**config.mk**
```make
export PLATFORM = sky130hd
export DESIGN_NAME = event_subscription_matcher
export DESIGN_NICKNAME = d
export VERILOG_FILES = /design/src/rtl/esm_pkg.sv /design/src/rtl/event_subscription_matcher.sv /design/src/rtl/esm_ctrl.sv /design/src/rtl/esm_datapath.sv
export VERILOG_INCLUDE_DIRS = /design/src /design/src/rtl
export SDC_FILE = /design/constraint.sdc
export NUM_CORES = 2
export LEC_CHECK = 0
export BUFFER_PORTS_ARGS = -buffer_cell sky130_fd_sc_hd__buf_2
export CELL_PAD_IN_SITES_DETAIL_PLACEMENT = 0
export CELL_PAD_IN_SITES_GLOBAL_PLACEMENT = 1
export CORE_MARGIN = 3
export CORE_UTILIZATION = 48
export CTS_CLUSTER_SIZE = 25
export DETAILED_ROUTE_END_ITERATION = 7
export GPL_ROUTABILITY_DRIVEN = 0
export PLACE_DENSITY_LB_ADDON = 0.12
export SETUP_SLACK_MARGIN = 0.05
export SLEW_MARGIN = 20
export SYNTH_ARGS = -nofsm -noshare
export SYNTH_HDL_FRONTEND = slang
export SYNTH_SLANG_ARGS = --single-unit
```
**constraint.sdc**
```tcl
create_clock -name clk -period 10.7 [get_ports clk]
set_input_delay 2.14 -clock clk [delete_from_list [all_inputs] [get_ports clk]]
set_output_delay 2.14 -clock clk [all_outputs]
set_load 0.05 [all_outputs]
```
**src/rtl/event_subscription_matcher_assert.svh**
```systemverilog
// Assertion macros shared by the event subscription matcher RTL.
`ifndef EVENT_SUBSCRIPTION_MATCHER_ASSERT_SVH
`define EVENT_SUBSCRIPTION_MATCHER_ASSERT_SVH
`ifndef ASSERT_OFF
// Property checked on every clock edge outside reset.
`define ESM_ASSERT(lbl, prop, msg) \
	lbl: assert property (@(posedge clk) disable iff (!arst_n) prop) else $error(msg);
// Property checked on every clock edge, reset included.
`define ESM_ASSERT_ALWAYS(lbl, prop, msg) \
	lbl: assert property (@(posedge clk) prop) else $error(msg);
`else
`define ESM_ASSERT(lbl, prop, msg)
`define ESM_ASSERT_ALWAYS(lbl, prop, msg)
`endif
`endif

```
**src/rtl/esm_pkg.sv**
```systemverilog
// Shared constants, types and functions of the event subscription matcher.
package esm_pkg;

	// Table geometry.
	localparam int SLOTS = 32;
	localparam int IDX_W = (SLOTS > 1) ? $clog2(SLOTS) : 1;
	localparam int CNT_W = IDX_W + 1;

	// Field widths.
	localparam int CODE_W = 32;
	localparam int ID_W = 17;
	localparam int HANDLE_W = 16;
	localparam int LG_W = 4;
	localparam int BKT_W = 10;
	localparam logic [LG_W-1:0] LG_MAX = LG_W'(BKT_W);

	// Request kinds.
	localparam logic [1:0] KIND_SUBSCRIBE = 2'd0;
	localparam logic [1:0] KIND_UNSUBSCRIBE = 2'd1;
	localparam logic [1:0] KIND_EMIT = 2'd2;
	localparam logic [1:0] KIND_RESERVED = 2'd3;

	// Result kinds.
	localparam logic [1:0] RES_PROXY = 2'd0;
	localparam logic [1:0] RES_MATCH = 2'd1;
	localparam logic [1:0] RES_DONE = 2'd2;

	// Result status codes.
	localparam logic [1:0] ST_OK = 2'd0;
	localparam logic [1:0] ST_FULL = 2'd1;
	localparam logic [1:0] ST_NOT_FOUND = 2'd2;

	// Configuration register indexes.
	localparam logic [1:0] REG_BUCKET_LG = 2'd0;
	localparam logic [1:0] REG_WILDCARD = 2'd1;
	localparam logic [1:0] REG_PROXY_EN = 2'd2;

	// One stored subscription.
	typedef struct packed {
		logic [CODE_W-1:0] event_code;
		logic [ID_W-1:0] emitter;
		logic [ID_W-1:0] target;
		logic [ID_W-1:0] target_kind;
		logic [HANDLE_W-1:0] handle;
	} entry_t;

	// Commands from the controller to the datapath.
	typedef struct packed {
		logic load;
		logic walk_start;
		logic walk_next;
		logic sub_write;
		logic copy_write;
		logic cnt_dec;
	} ctrl_cmd_t;

	// Status from the datapath to the controller.
	typedef struct packed {
		logic count_zero;
		logic full;
		logic last_entry;
		logic match;
		logic hit;
		logic proxy_fwd;
		logic [HANDLE_W-1:0] next_handle;
		logic [HANDLE_W-1:0] entry_handle;
		logic [HANDLE_W-1:0] req_handle;
	} dp_stat_t;

	// Bucket of an event code: XOR fold of its bytes, masked to its low lg bits (lg capped at LG_MAX).
	function automatic logic [BKT_W-1:0] bucket_of(input logic [CODE_W-1:0] code,
			input logic [LG_W-1:0] lg);
		logic [CODE_W-1:0] fold;
		logic [LG_W-1:0] lim;
		logic [BKT_W-1:0] mask;
		fold = code ^ (code >> 8) ^ (code >> 16) ^ (code >> 24);
		lim = (lg > LG_MAX) ? LG_MAX : lg;
		for (int i = 0; i < BKT_W; i++) begin
			mask[i] = (LG_W'(i) < lim);
		end
		return fold[BKT_W-1:0] & mask;
	endfunction

endpackage

```
**src/rtl/event_subscription_matcher.sv**
```systemverilog
// Top level of the event subscription matcher.
// The block keeps up to 32 subscriptions in insertion order in a table with one write port
// and a registered read port, and handles one request at a time. A subscribe request places
// its done result in the output register from the S_SUB state that follows its acceptance.
// An unsubscribe request searches and then compacts the table one entry per cycle, and an
// emit request walks the table one entry per cycle through the read port while no match
// result waits for a stalled output register. A result that waits for a stalled output
// register holds the request in its state. Requests are taken again once the final result
// has been placed in the output register. Kind 3 requests are accepted and dropped.
`include "event_subscription_matcher_assert.svh"

module event_subscription_matcher (
	input  logic                             clk,
	input  logic                             arst_n,
	input  logic                             in_valid,
	output logic                             in_stall,
	input  logic [1:0]                       kind,
	input  logic [31:0]                      event_code,
	input  logic signed [16:0]               emitter_id,
	input  logic signed [16:0]               target_id,
	input  logic signed [16:0]               target_kind,
	input  logic                             proxied,
	input  logic [15:0]                      handle_in,
	output logic                             out_valid,
	input  logic                             out_stall,
	output logic [1:0]                       result_kind,
	output logic [15:0]                      handle_out,
	output logic [1:0]                       status,
	output logic                             last,
	input  logic                             cfg_we,
	input  logic [1:0]                       cfg_index,
	input  logic [31:0]                      cfg_data
);

	esm_pkg::ctrl_cmd_t cmd;
	esm_pkg::dp_stat_t dp_st;

	// Sequencing of requests and results.
	esm_ctrl u_ctrl (
		.clk         (clk),
		.arst_n      (arst_n),
		.in_valid    (in_valid),
		.in_stall    (in_stall),
		.kind        (kind),
		.out_valid   (out_valid),
		.out_stall   (out_stall),
		.result_kind (result_kind),
		.handle_out  (handle_out),
		.status      (status),
		.last        (last),
		.cmd         (cmd),
		.dp_st       (dp_st)
	);

	// Table, counters and matching.
	esm_datapath u_dp (
		.clk         (clk),
		.arst_n      (arst_n),
		.event_code  (event_code),
		.emitter_id  (emitter_id),
		.target_id   (target_id),
		.target_kind (target_kind),
		.proxied     (proxied),
		.handle_in   (handle_in),
		.cfg_we      (cfg_we),
		.cfg_index   (cfg_index),
		.cfg_data    (cfg_data),
		.cmd         (cmd),
		.dp_st       (dp_st)
	);

	// A real request keeps the input side stalled on the following cycle.
	`ESM_ASSERT(a_busy_after_accept, in_valid && !in_stall && (kind != esm_pkg::KIND_RESERVED) |=> in_stall, "request accepted but input not stalled")
	// The final result of a request is always a done result.
	`ESM_ASSERT(a_last_is_done, out_valid && last |-> (result_kind == esm_pkg::RES_DONE), "last result is not a done result")
	// A full table is never written by a subscribe.
	`ESM_ASSERT_ALWAYS(a_no_write_full, !(cmd.sub_write && dp_st.full), "subscribe written to a full table")
	// The entry count never goes below zero.
	`ESM_ASSERT_ALWAYS(a_no_dec_empty, !(cmd.cnt_dec && dp_st.count_zero), "entry count decremented from zero")

endmodule

```
**src/rtl/esm_ctrl.sv**
```systemverilog
// Controller state machine of the event subscription matcher, with the result register.
module esm_ctrl (
	input  logic                             clk,
	input  logic                             arst_n,
	input  logic                             in_valid,
	output logic                             in_stall,
	input  logic [1:0]                       kind,
	output logic                             out_valid,
	input  logic                             out_stall,
	output logic [1:0]                       result_kind,
	output logic [esm_pkg::HANDLE_W-1:0]     handle_out,
	output logic [1:0]                       status,
	output logic                             last,
	output esm_pkg::ctrl_cmd_t               cmd,
	input  esm_pkg::dp_stat_t                dp_st
);

	typedef enum logic [3:0] {
		S_IDLE,
		S_SUB,
		S_EPROXY,
		S_ECHK,
		S_EDONE,
		S_USTART,
		S_USRCH,
		S_UCOPY,
		S_UDONE
	} state_t;

	state_t state_q, state_d;
	logic out_valid_q;
	logic [1:0] res_kind_q;
	logic [esm_pkg::HANDLE_W-1:0] res_handle_q;
	logic [1:0] res_status_q;
	logic res_last_q;
	logic [1:0] ustat_q, ustat_d;

	logic out_free;
	logic accept;
	logic place;
	logic [1:0] p_kind;
	logic [esm_pkg::HANDLE_W-1:0] p_handle;
	logic [1:0] p_status;
	logic p_last;

	// The result register can take a new result when empty or being drained.
	assign out_free = !out_valid_q || !out_stall;
	assign in_stall = (state_q != S_IDLE);
	assign accept = in_valid && (state_q == S_IDLE);

	// Next state, datapath commands and the result to place.
	always_comb begin
		state_d = state_q;
		ustat_d = ustat_q;
		cmd = '0;
		place = 1'b0;
		p_kind = esm_pkg::RES_DONE;
		p_handle = '0;
		p_status = esm_pkg::ST_OK;
		p_last = 1'b0;
		unique case (state_q)
			S_IDLE: begin
				cmd.load = accept;
				if (accept) begin
					unique case (kind)
						esm_pkg::KIND_SUBSCRIBE: state_d = S_SUB;
						esm_pkg::KIND_UNSUBSCRIBE: state_d = S_USTART;
						esm_pkg::KIND_EMIT: state_d = S_EPROXY;
						default: state_d = S_IDLE;
					endcase
				end
			end
			S_SUB: begin
				if (out_free) begin
					place = 1'b1;
					p_last = 1'b1;
					if (dp_st.full) begin
						p_status = esm_pkg::ST_FULL;
					end else begin
						p_handle = dp_st.next_handle;
						cmd.sub_write = 1'b1;
					end
					state_d = S_IDLE;
				end
			end
			S_EPROXY: begin
				if (out_free) begin
					if (dp_st.proxy_fwd) begin
						place = 1'b1;
						p_kind = esm_pkg::RES_PROXY;
					end
					if (dp_st.count_zero) begin
						state_d = S_EDONE;
					end else begin
						cmd.walk_start = 1'b1;
						state_d = S_ECHK;
					end
				end
			end
			S_ECHK: begin
				if (!dp_st.match || out_free) begin
					if (dp_st.match) begin
						place = 1'b1;
						p_kind = esm_pkg::RES_MATCH;
						p_handle = dp_st.entry_handle;
					end
					if (dp_st.last_entry) begin
						state_d = S_EDONE;
					end else begin
						cmd.walk_next = 1'b1;
					end
				end
			end
			S_EDONE: begin
				if (out_free) begin
					place = 1'b1;
					p_last = 1'b1;
					state_d = S_IDLE;
				end
			end
			S_USTART: begin
				if (dp_st.count_zero) begin
					ustat_d = esm_pkg::ST_NOT_FOUND;
					state_d = S_UDONE;
				end else begin
					cmd.walk_start = 1'b1;
					state_d = S_USRCH;
				end
			end
			S_USRCH: begin
				if (dp_st.hit) begin
					if (dp_st.last_entry) begin
						cmd.cnt_dec = 1'b1;
						ustat_d = esm_pkg::ST_OK;
						state_d = S_UDONE;
					end else begin
						cmd.walk_next = 1'b1;
						state_d = S_UCOPY;
					end
				end else if (dp_st.last_entry) begin
					ustat_d = esm_pkg::ST_NOT_FOUND;
					state_d = S_UDONE;
				end else begin
					cmd.walk_next = 1'b1;
				end
			end
			S_UCOPY: begin
				// Move the entry just read down by one place to close the gap.
				cmd.copy_write = 1'b1;
				if (dp_st.last_entry) begin
					cmd.cnt_dec = 1'b1;
					ustat_d = esm_pkg::ST_OK;
					state_d = S_UDONE;
				end else begin
					cmd.walk_next = 1'b1;
				end
			end
			S_UDONE: begin
				if (out_free) begin
					place = 1'b1;
					p_last = 1'b1;
					p_handle = dp_st.req_handle;
					p_status = ustat_q;
					state_d = S_IDLE;
				end
			end
			default: state_d = S_IDLE;
		endcase
	end

	// State and result register.
	always_ff @(posedge clk or negedge arst_n) begin
		if (!arst_n) begin
			state_q <= S_IDLE;
			ustat_q <= esm_pkg::ST_OK;
			out_valid_q <= 1'b0;
			res_kind_q <= esm_pkg::RES_DONE;
			res_handle_q <= '0;
			res_status_q <= esm_pkg::ST_OK;
			res_last_q <= 1'b0;
		end else begin
			state_q <= state_d;
			ustat_q <= ustat_d;
			if (place) begin
				out_valid_q <= 1'b1;
				res_kind_q <= p_kind;
				res_handle_q <= p_handle;
				res_status_q <= p_status;
				res_last_q <= p_last;
			end else if (!out_stall) begin
				out_valid_q <= 1'b0;
			end
		end
	end

	assign out_valid = out_valid_q;
	assign result_kind = res_kind_q;
	assign handle_out = res_handle_q;
	assign status = res_status_q;
	assign last = res_last_q;

endmodule

```
**src/rtl/esm_datapath.sv**
```systemverilog
// Datapath of the event subscription matcher: subscription table, counters, match logic.
module esm_datapath (
	input  logic                             clk,
	input  logic                             arst_n,
	input  logic [esm_pkg::CODE_W-1:0]       event_code,
	input  logic [esm_pkg::ID_W-1:0]         emitter_id,
	input  logic [esm_pkg::ID_W-1:0]         target_id,
	input  logic [esm_pkg::ID_W-1:0]         target_kind,
	input  logic                             proxied,
	input  logic [esm_pkg::HANDLE_W-1:0]     handle_in,
	input  logic                             cfg_we,
	input  logic [1:0]                       cfg_index,
	input  logic [esm_pkg::CODE_W-1:0]       cfg_data,
	input  esm_pkg::ctrl_cmd_t               cmd,
	output esm_pkg::dp_stat_t                dp_st
);

	localparam int IW = esm_pkg::IDX_W;
	localparam int CW = esm_pkg::CNT_W;

	// Configuration registers.
	logic [esm_pkg::LG_W-1:0] lg_q;
	logic [esm_pkg::CODE_W-1:0] wc_q;
	logic pe_q;

	// Latched request fields.
	logic [esm_pkg::CODE_W-1:0] code_q;
	logic [esm_pkg::ID_W-1:0] emi_q;
	logic [esm_pkg::ID_W-1:0] tgt_q;
	logic [esm_pkg::ID_W-1:0] tk_q;
	logic prox_q;
	logic [esm_pkg::HANDLE_W-1:0] hin_q;

	// Table state.
	esm_pkg::entry_t mem [esm_pkg::SLOTS];
	esm_pkg::entry_t rd_q;
	logic [CW-1:0] count_q;
	logic [esm_pkg::HANDLE_W-1:0] nh_q;
	logic [IW-1:0] ptr_q;

	logic rd_en;
	logic [IW-1:0] rd_addr;
	logic wr_en;
	logic [IW-1:0] wr_addr;
	esm_pkg::entry_t wr_data;
	logic bkt_ok;
	logic code_ok;
	logic ids_ok;

	// Configuration writes.
	always_ff @(posedge clk or negedge arst_n) begin
		if (!arst_n) begin
			lg_q <= esm_pkg::LG_W'(4);
			wc_q <= '1;
			pe_q <= 1'b0;
		end else if (cfg_we) begin
			unique case (cfg_index)
				esm_pkg::REG_BUCKET_LG: lg_q <= cfg_data[esm_pkg::LG_W-1:0];
				esm_pkg::REG_WILDCARD: wc_q <= cfg_data;
				esm_pkg::REG_PROXY_EN: pe_q <= cfg_data[0];
				default: ;
			endcase
		end
	end

	// Request fields are captured when the request is accepted.
	always_ff @(posedge clk) begin
		if (cmd.load) begin
			code_q <= event_code;
			emi_q <= emitter_id;
			tgt_q <= target_id;
			tk_q <= target_kind;
			prox_q <= proxied;
			hin_q <= handle_in;
		end
	end

	// Entry count, handle counter and walk pointer.
	always_ff @(posedge clk or negedge arst_n) begin
		if (!arst_n) begin
			count_q <= '0;
			nh_q <= '0;
			ptr_q <= '0;
		end else begin
			if (cmd.sub_write) begin
				count_q <= count_q + 1'b1;
				nh_q <= nh_q + 1'b1;
			end else if (cmd.cnt_dec) begin
				count_q <= count_q - 1'b1;
			end
			if (cmd.walk_start) begin
				ptr_q <= '0;
			end else if (cmd.walk_next) begin
				ptr_q <= ptr_q + 1'b1;
			end
		end
	end

	// Table ports: one write, one registered read.
	assign rd_en = cmd.walk_start || cmd.walk_next;
	assign rd_addr = cmd.walk_start ? '0 : ptr_q + 1'b1;
	assign wr_en = cmd.sub_write || cmd.copy_write;
	assign wr_addr = cmd.sub_write ? count_q[IW-1:0] : ptr_q - 1'b1;

	always_comb begin
		if (cmd.sub_write) begin
			wr_data.event_code = code_q;
			wr_data.emitter = emi_q;
			wr_data.target = tgt_q;
			wr_data.target_kind = tk_q;
			wr_data.handle = nh_q;
		end else begin
			wr_data = rd_q;
		end
	end

	always_ff @(posedge clk) begin
		if (wr_en) begin
			mem[wr_addr] <= wr_data;
		end
		if (rd_en) begin
			rd_q <= mem[rd_addr];
		end
	end

	// Match of the entry currently read against the latched event.
	assign bkt_ok = esm_pkg::bucket_of(rd_q.event_code, lg_q)
			== esm_pkg::bucket_of(code_q, lg_q);
	assign code_ok = (rd_q.event_code == wc_q) || (rd_q.event_code == code_q);
	assign ids_ok = ((rd_q.emitter == '1) || (rd_q.emitter == emi_q))
			&& ((rd_q.target == '1) || (rd_q.target == tgt_q))
			&& ((rd_q.target_kind == '1) || (rd_q.target_kind == tk_q));

	// Status towards the controller.
	always_comb begin
		dp_st.count_zero = (count_q == '0);
		dp_st.full = (count_q == CW'(esm_pkg::SLOTS));
		dp_st.last_entry = ((CW'(ptr_q) + 1'b1) >= count_q);
		dp_st.match = bkt_ok && code_ok && ids_ok;
		dp_st.hit = (rd_q.handle == hin_q);
		dp_st.proxy_fwd = pe_q && !prox_q;
		dp_st.next_handle = nh_q;
		dp_st.entry_handle = rd_q.handle;
		dp_st.req_handle = hin_q;
	end

endmodule
```
**After elaboration in Yosys (flattened, before gate mapping)**

Memories as Yosys holds them, arrays and structs flattened. A register that Yosys moved wholly into a read port is not among the register bits.
Index checks and enable logic that the tools add are counted.
Widths: inputs -> output; s select.

- Output and inout port bits: 23
- Memories kept: 1
- Input bits: 141
- Register bits: 192
- Memory bits (writable): 3168

- $lt $le $gt $ge: 12
- Equality and inequality tests: 31
- Mux-type cells: 65
- Reductions and logical operators: 33
- $add $sub $neg: 6
- Bitwise operators: 8

Memory list:

| memory | words | width | read ports | clocked after Yosys merged registers in | write ports | RTL line | RTL |
|---|---|---|---|---|---|---|---|
| u_dp.mem | 32 | 99 | 1 | 1 | 1 | esm_datapath.sv:35 | `esm_pkg::entry_t mem [esm_pkg::SLOTS];` |

Operators with widths:

| cell | number |
|---|---|
| $mux 99 | 1 |
| $mux 16 | 5 |
| $eq 32x32->1 | 2 |
| $eq 17x17->1 | 3 |
| $eq 17x17->1 const B | 3 |
| $pmux 16 s3 | 1 |
| $mux 4 | 10 |
| $xor 10x10->10 | 4 |
| $pmux 4 s7 | 1 |
| $mux 1 | 23 |
| $and 10x10->10 | 2 |
| $mux 5 | 4 |
| $xor 10x8->10 | 2 |
| $mux 2 | 9 |
| $add 16x1->16 const B | 1 |
| $eq 16x16->1 | 1 |
| $eq 4x3->1 const B | 4 |
| $lt 3x4->1 const A | 4 |
| $mux 6 | 2 |
| $eq 10x10->1 | 1 |
| $ne 2x1->1 const B | 5 |
| $pmux 3 s3 | 1 |
| $eq 4x2->1 const B | 2 |
| $logic_or 1x1->1 | 8 |
| 35 further kinds | 56 |

**Depth between registers and ports, before layout**

- Depth in word-level cells: 13
- Gate-level depth with buffers: 16

**Modules after synthesis**

Synthesis repeated with hierarchy kept, for this count alone.

- Cells, all modules: 6830
- Area total of the unflattened synthesis: 132510.8 sq um

Modules (own cells, without submodules):

| module | times used | seq. area each (sq um) | area each (sq um) | cells an instance |
|---|---|---|---|---|
| esm_datapath | 1 | 102749.8 | 130761.7 | 6672 |
| esm_ctrl | 1 | 701.9 | 1749.2 | 158 |

**Least setup slack after synthesis**

Ideal clock, no wire load.

- Path kind: register to register
- Start point: register u_dp.ptr_q[0]
- End point: register, netlist name u_dp.dp_st[16]
- Library setup time: 0.693 ns
- Setup slack: -0.461 ns
- Arrival time: 10.467 ns
- Clock period less this slack: 11.161 ns
- Cell stages (with the launch flop): 15
- Cells stage by stage: dfrtp_1 > clkbuf_1 > inv_1 > buf_1 > clkbuf_1 > clkbuf_1 > buf_1 > ha_1 > ha_1 > a21o_1 > a21o_1 > a21o_1 > a21o_1 > a211o_1 > o21ai_0

- Cells in the longest elaborated chain, start to end: 6
- Elaborated cells on any way between the ends: 8
- Those cells by class: add/sub (2); order compare (1); mux (4); reduce/logical (1)

RTL lines:

| item | RTL line | RTL |
|---|---|---|
| start, declared | esm_datapath.sv:39 | `logic [IW-1:0] ptr_q;` |
| start signal, assigned | esm_datapath.sv:94 | `ptr_q <= ptr_q + 1'b1;` |
| $add 5x1->6 * | esm_datapath.sv:138 | `dp_st.last_entry = ((CW'(ptr_q) + 1'b1) >= count_q);` |
| $ge 6x6->1 * | esm_datapath.sv:138 |  |
| $mux 1 * | - |  |
| $mux 1 | esm_ctrl.sv:101 | `if (!dp_st.match \|\| out_free) begin` |
| $pmux 1 s2 * | esm_ctrl.sv:61 | `unique case (state_q)` |
| $logic_or 1x1->1 * | esm_datapath.sv:100 | `assign rd_en = cmd.walk_start \|\| cmd.walk_next;` |
| via u_dp.rd_en | esm_datapath.sv:41 | `logic rd_en;` |

Mark *: on every way through the listed nets, which the timed path passes. The rest lies on a longest branch.
A chain may end at the register's enable or synchronous reset.

**Worst setup path in the final report**

- Start point: input out_stall
- End point: memory u_dp.mem[16][96] in the netlist's numbering, enable pin

- Cells in the longest elaborated chain, start to end: 7
- Elaborated cells on any way between the ends: 8
- Those cells by class: mux (5); reduce/logical (3)

RTL lines:

| item | RTL line | RTL |
|---|---|---|
| start, declared | event_subscription_matcher.sv:25 | `input logic out_stall,` |
| $logic_not 1->1 * | esm_ctrl.sv:47 | `assign out_free = !out_valid_q \|\| !out_stall;` |
| $logic_or 1x1->1 * | esm_ctrl.sv:47 |  |
| $mux 1 * | esm_ctrl.sv:74 | `if (out_free) begin` |
| $mux 1 * | esm_ctrl.sv:61 |  |
| $logic_or 1x1->1 | esm_datapath.sv:102 | `assign wr_en = cmd.sub_write \|\| cmd.copy_write;` |
| $mux 1 | esm_datapath.sv:118 | `if (wr_en) begin` |
| $mux 1 (not written as such) | esm_datapath.sv:119 | `mem[wr_addr] <= wr_data;` |
| end, declared | esm_datapath.sv:35 |  |

Mark *: on every way between the ends. The rest lies on a longest branch, timed or not.

==> impl_summary.txt <==
----------------------------------------------------
[Route]
  Vias after detailed routing ... 84950
  Via density per instance ... about 6.4
  Detailed router's first-iteration violation count ... about 11000
  Pre-Repair DR Iteration Count ... 6
  DR WL/cell ... ~33 um
  Residual antenna-violating net count after detailed routing ... 0
  Detailed-route wire length ... about 440000 um
  # DRC ... 0

[Synthesis]
  EDFF count, synth ... about 3400
  Synth Register Bits ... approximately 3500
  Avg Synthesized Cell Area ... 14.88 sq um
  Unique cell type count in the Yosys netlist ... 74
  Post-synthesis instance total ... about 9100
  Post-synthesis net count ... slightly above 9000
  Synthesis warning total ... 0
  Share of synthesized area occupied by flip-flops and latches ... 0.7604
  Synthesized area ... 136000 sq um
  Top flip-flop cell by instance count after synthesis ... edfxtp_1
  FFs w/ async S/R, synth ... 0.02660

[Place]
  Number of placed instances, taps included ... roughly 13000
  IO buf count ... between 150 and 200
  Estimated wirelength of the detail-placed design ... around 220000 um

[Pwr]
  Reported leakage power ... 50.22 nW
  Proportion of power drawn by the clock network ... 0.249
  Share of total power in sequential cells ... 0.403
  Post-layout power ... around 50 mW
  Comb power frac ... 0.348
  Total net switching power ... between 15 and 20 mW
  Power density over the cells ... around 320 nW/um^2
  Worst VDD drop ... 0.6478 mV
  Switching share of power ... 0.3838
  Internal power of the cells ... approximately 31 mW

[Worst setup path]
  R2R Setup Slk ... around 5 ns
  Maximum fanout encountered on the critical timing path ... 70
  Critical R2R Launch ... u_dp.ptr_q[0]
  Startpoint-to-endpoint class of the critical path ... input pin to flip-flop
  Critical Path Start Type ... input pin
  Endpoint type of the worst setup path ... flip-flop
  Worst setup path startpoint ... out_stall
  Data required time of the worst path ... about 11 ns
  Crit path DAT ... roughly 6.6 ns

[Clocking]
  CTS buffer count ... between 300 and 400
  Post-CTS Hold Buffers ... 0
  Bufs on Longest Clock Path ... 4
  Source-to-sink clock delay at the later pin of the worst-skew pair ... 0.95 ns
  TritonCTS clock tree ... built
  H-tree levels ... 5
  Clock Pin Slew Worst Setup and Hold Paths ... approximately 0.060 ns
  Root buf cell ... clkbuf_16
  Number of cells upsized or downsized after cts ... 0
  Number of sinks handled by clock tree synthesis ... 3459
  Post-CTS setup buffer count ... 0

[STA]
  Highest clock rate ... roughly 0.17 GHz
  Transition time of the tightest slew-check pin ... approximately 1.2 ns
  Count of endpoints failing hold in the final timing report ... 0
  Setup Total Neg Slack ... 0 ns
  Share of the cycle needed by the critical path after routing ... 0.5626
  Setup repair after global routing missed its margin ... false
  Finish-stage setup viols ... 0
  Hold slack final ... 0.4690 ns
  Min cycle time layout ... between 6 and 7 ns
  Count of final max-slew check failures ... 0
  Worst Clk Skew ... about 0.055 ns
  Tightest slew margin relative to the limit ... 0.1792

[Floorplan]
  Die Height ... 538.4 um
  Die width ... approximately 540 um
  Number of I/O pins ... about 160
  Num rows ... a little under 200
  Core ar. ... around 280000 sq um
  Starting utilization of the core area ... 0.4848
  Floorplan die area ... between 200000 and 300000 sq um

[Hold path]
  Hold path startpoint ... u_ctrl.result_kind[0]
  Path type of the worst min-delay path ... flip-flop to flip-flop

[Global routing]
  Pin count of the biggest net entering global routing ... between 100 and 150
  First-pass GRT wire length ... 623300 um
  Number of antenna violations at the first check in global routing ... 16
  Vias in the first global route ... 80620
  Total routing resource utilization after global routing ... 0.2985
  Leftover overflow at the end of global routing ... 0

[Run status]
  Status ... finished clean

[Finish]
  Most common cell after layout, fill and taps aside ... edfxtp_1
  Layout-stage area growth over the synthesis result ... 12.30%
  Commonest non-fill, non-tap cells in the layout ... edfxtp_1, nand2_1, clkbuf_16
  Total Nets Final ... ~9400
  Fraction of layout cells with a size suffix above 1 ... 0.1152
  Core Util, Final ... 0.5445
  Non-filler instance count after layout ... 13270
  Filler cell count in the final layout ... around 23000

[Job]
  Maximum Capacitance Violations ... 0

----------------------------------------------------
## through the flow
stage | instance area, sq um | worst slack [ns]
3_5_place_dp | 141200 | 3.914
3_3_place_gp | 141200 | 3.845
2_1_floorplan | 136000 | 2.214
5_1_grt | 152800 | 4.607
6_report | 152800 | 4.680
4_1_cts | 152700 | 4.889
## synth_stat cells (all sizes together) (34+ instances only)
library cell,count,share of area
a221oi,53,0.0034
nor2,167,0.0047
mux2,72,0.0060
and2,80,0.0037
o22ai,234,0.011
a211oi,198,0.011
o221ai,240,0.015
o21ai,359,0.013
buf,269,0.0099
clkbuf,349,0.0096
xnor2,95,0.0061
nor3,70,0.0027
nand3,352,0.013
mux2i,281,0.021
dfstp,34,0.0066
nand2,1762,0.049
a21oi,244,0.0090
mux4,43,0.0071
xor2,88,0.0057
a31oi,193,0.0089
edfxtp,3367,0.74
a311oi,104,0.0067
and3,115,0.0053
dfrtp,58,0.011
## final timing paths
| check | cells after the start | endpoint |
|---|---|---|
| hold reg to reg | 2 | u_ctrl.result_kind[0] |
| max in group asynchronous | 2 | u_dp.ptr_q[0] |
| setup / recovery | 11 | u_dp.mem[16][96] |
| hold / removal | 2 | u_ctrl.result_kind[0] |
| min in group asynchronous | 1 | u_dp.lg_q[3] |
| setup reg to reg | 11 | u_dp.rd_q[52] |
## critical path, stage by stage
cell and delay (ns):
buf_2 0.11, nand2_1 0.19, nand3_1 0.18, a21oi_4 0.21
buf_4 0.69, a21boi_0 0.45, nor2_1 0.23, nand2_1 0.27
nor2_4 0.71, buf_12 0.66, buf_4 0.52
## final cells by class
type | count | area [sq um] | area share
antenna | 5 | 12.51 | 0.00008189
clock buffer | 452 | 9524 | 0.06234
clock inverter | 205 | 1974 | 0.01292
inverter | 14 | 65.06 | 0.0004258
multi-input combinational | 5053 | 30380 | 0.1988
sequential | 3459 | 103500 | 0.6771
tap | 3724 | 4659 | 0.03050
timing repair buffer | 356 | 2718 | 0.01779
## routing by layer
layer,track usage,share of wire,up-vias
met3,0.04816,0.094,679
met4,0.07652,0.027,2
li1,-,-,35570
met5,0,0.000018,-
met2,0.4665,0.46,4666
met1,0.4392,0.42,44030
## cells by family after synthesis
logic type      after synthesis  synth area share
compound gates             1795           0.08896
xor+xnor                    185           0.01211
fa+ha+maj                    14          0.001343
buf+inv                     632           0.01991
flops                      3459            0.7604
mux                         396           0.03375
simple gates               2663           0.08351
## sequential cells by signal (all words and copies together) (netlist names)
register / count
u_ctrl.handle_out: 16
u_ctrl.last: 1
u_ctrl.out_valid: 1
u_ctrl.result_kind: 2
u_ctrl.state_q: 4
u_ctrl.status: 2
u_ctrl.ustat_q: 2
u_dp.code_q: 32
u_dp.count_q: 6
u_dp.dp_st: 16
u_dp.emi_q: 17
u_dp.hin_q: 16
u_dp.lg_q: 4
u_dp.mem: 3168
u_dp.nh_q: 16
u_dp.pe_q: 1
u_dp.prox_q: 1
u_dp.ptr_q: 5
u_dp.rd_q: 83
u_dp.tgt_q: 17
u_dp.tk_q: 17
u_dp.wc_q: 32
## power by group through the flow
stage,clock network (mW),registers [mW],logic [mW]
after global placement,0,20.2,16.8
after floorplan,0,19.8,10.5
after global routing,13.0,20.1,18.4
final,12.3,20.0,17.3
after detailed placement,0,20.3,17.0
after CTS,12.5,20.0,17.0
(Power assumes the default switching activity.)
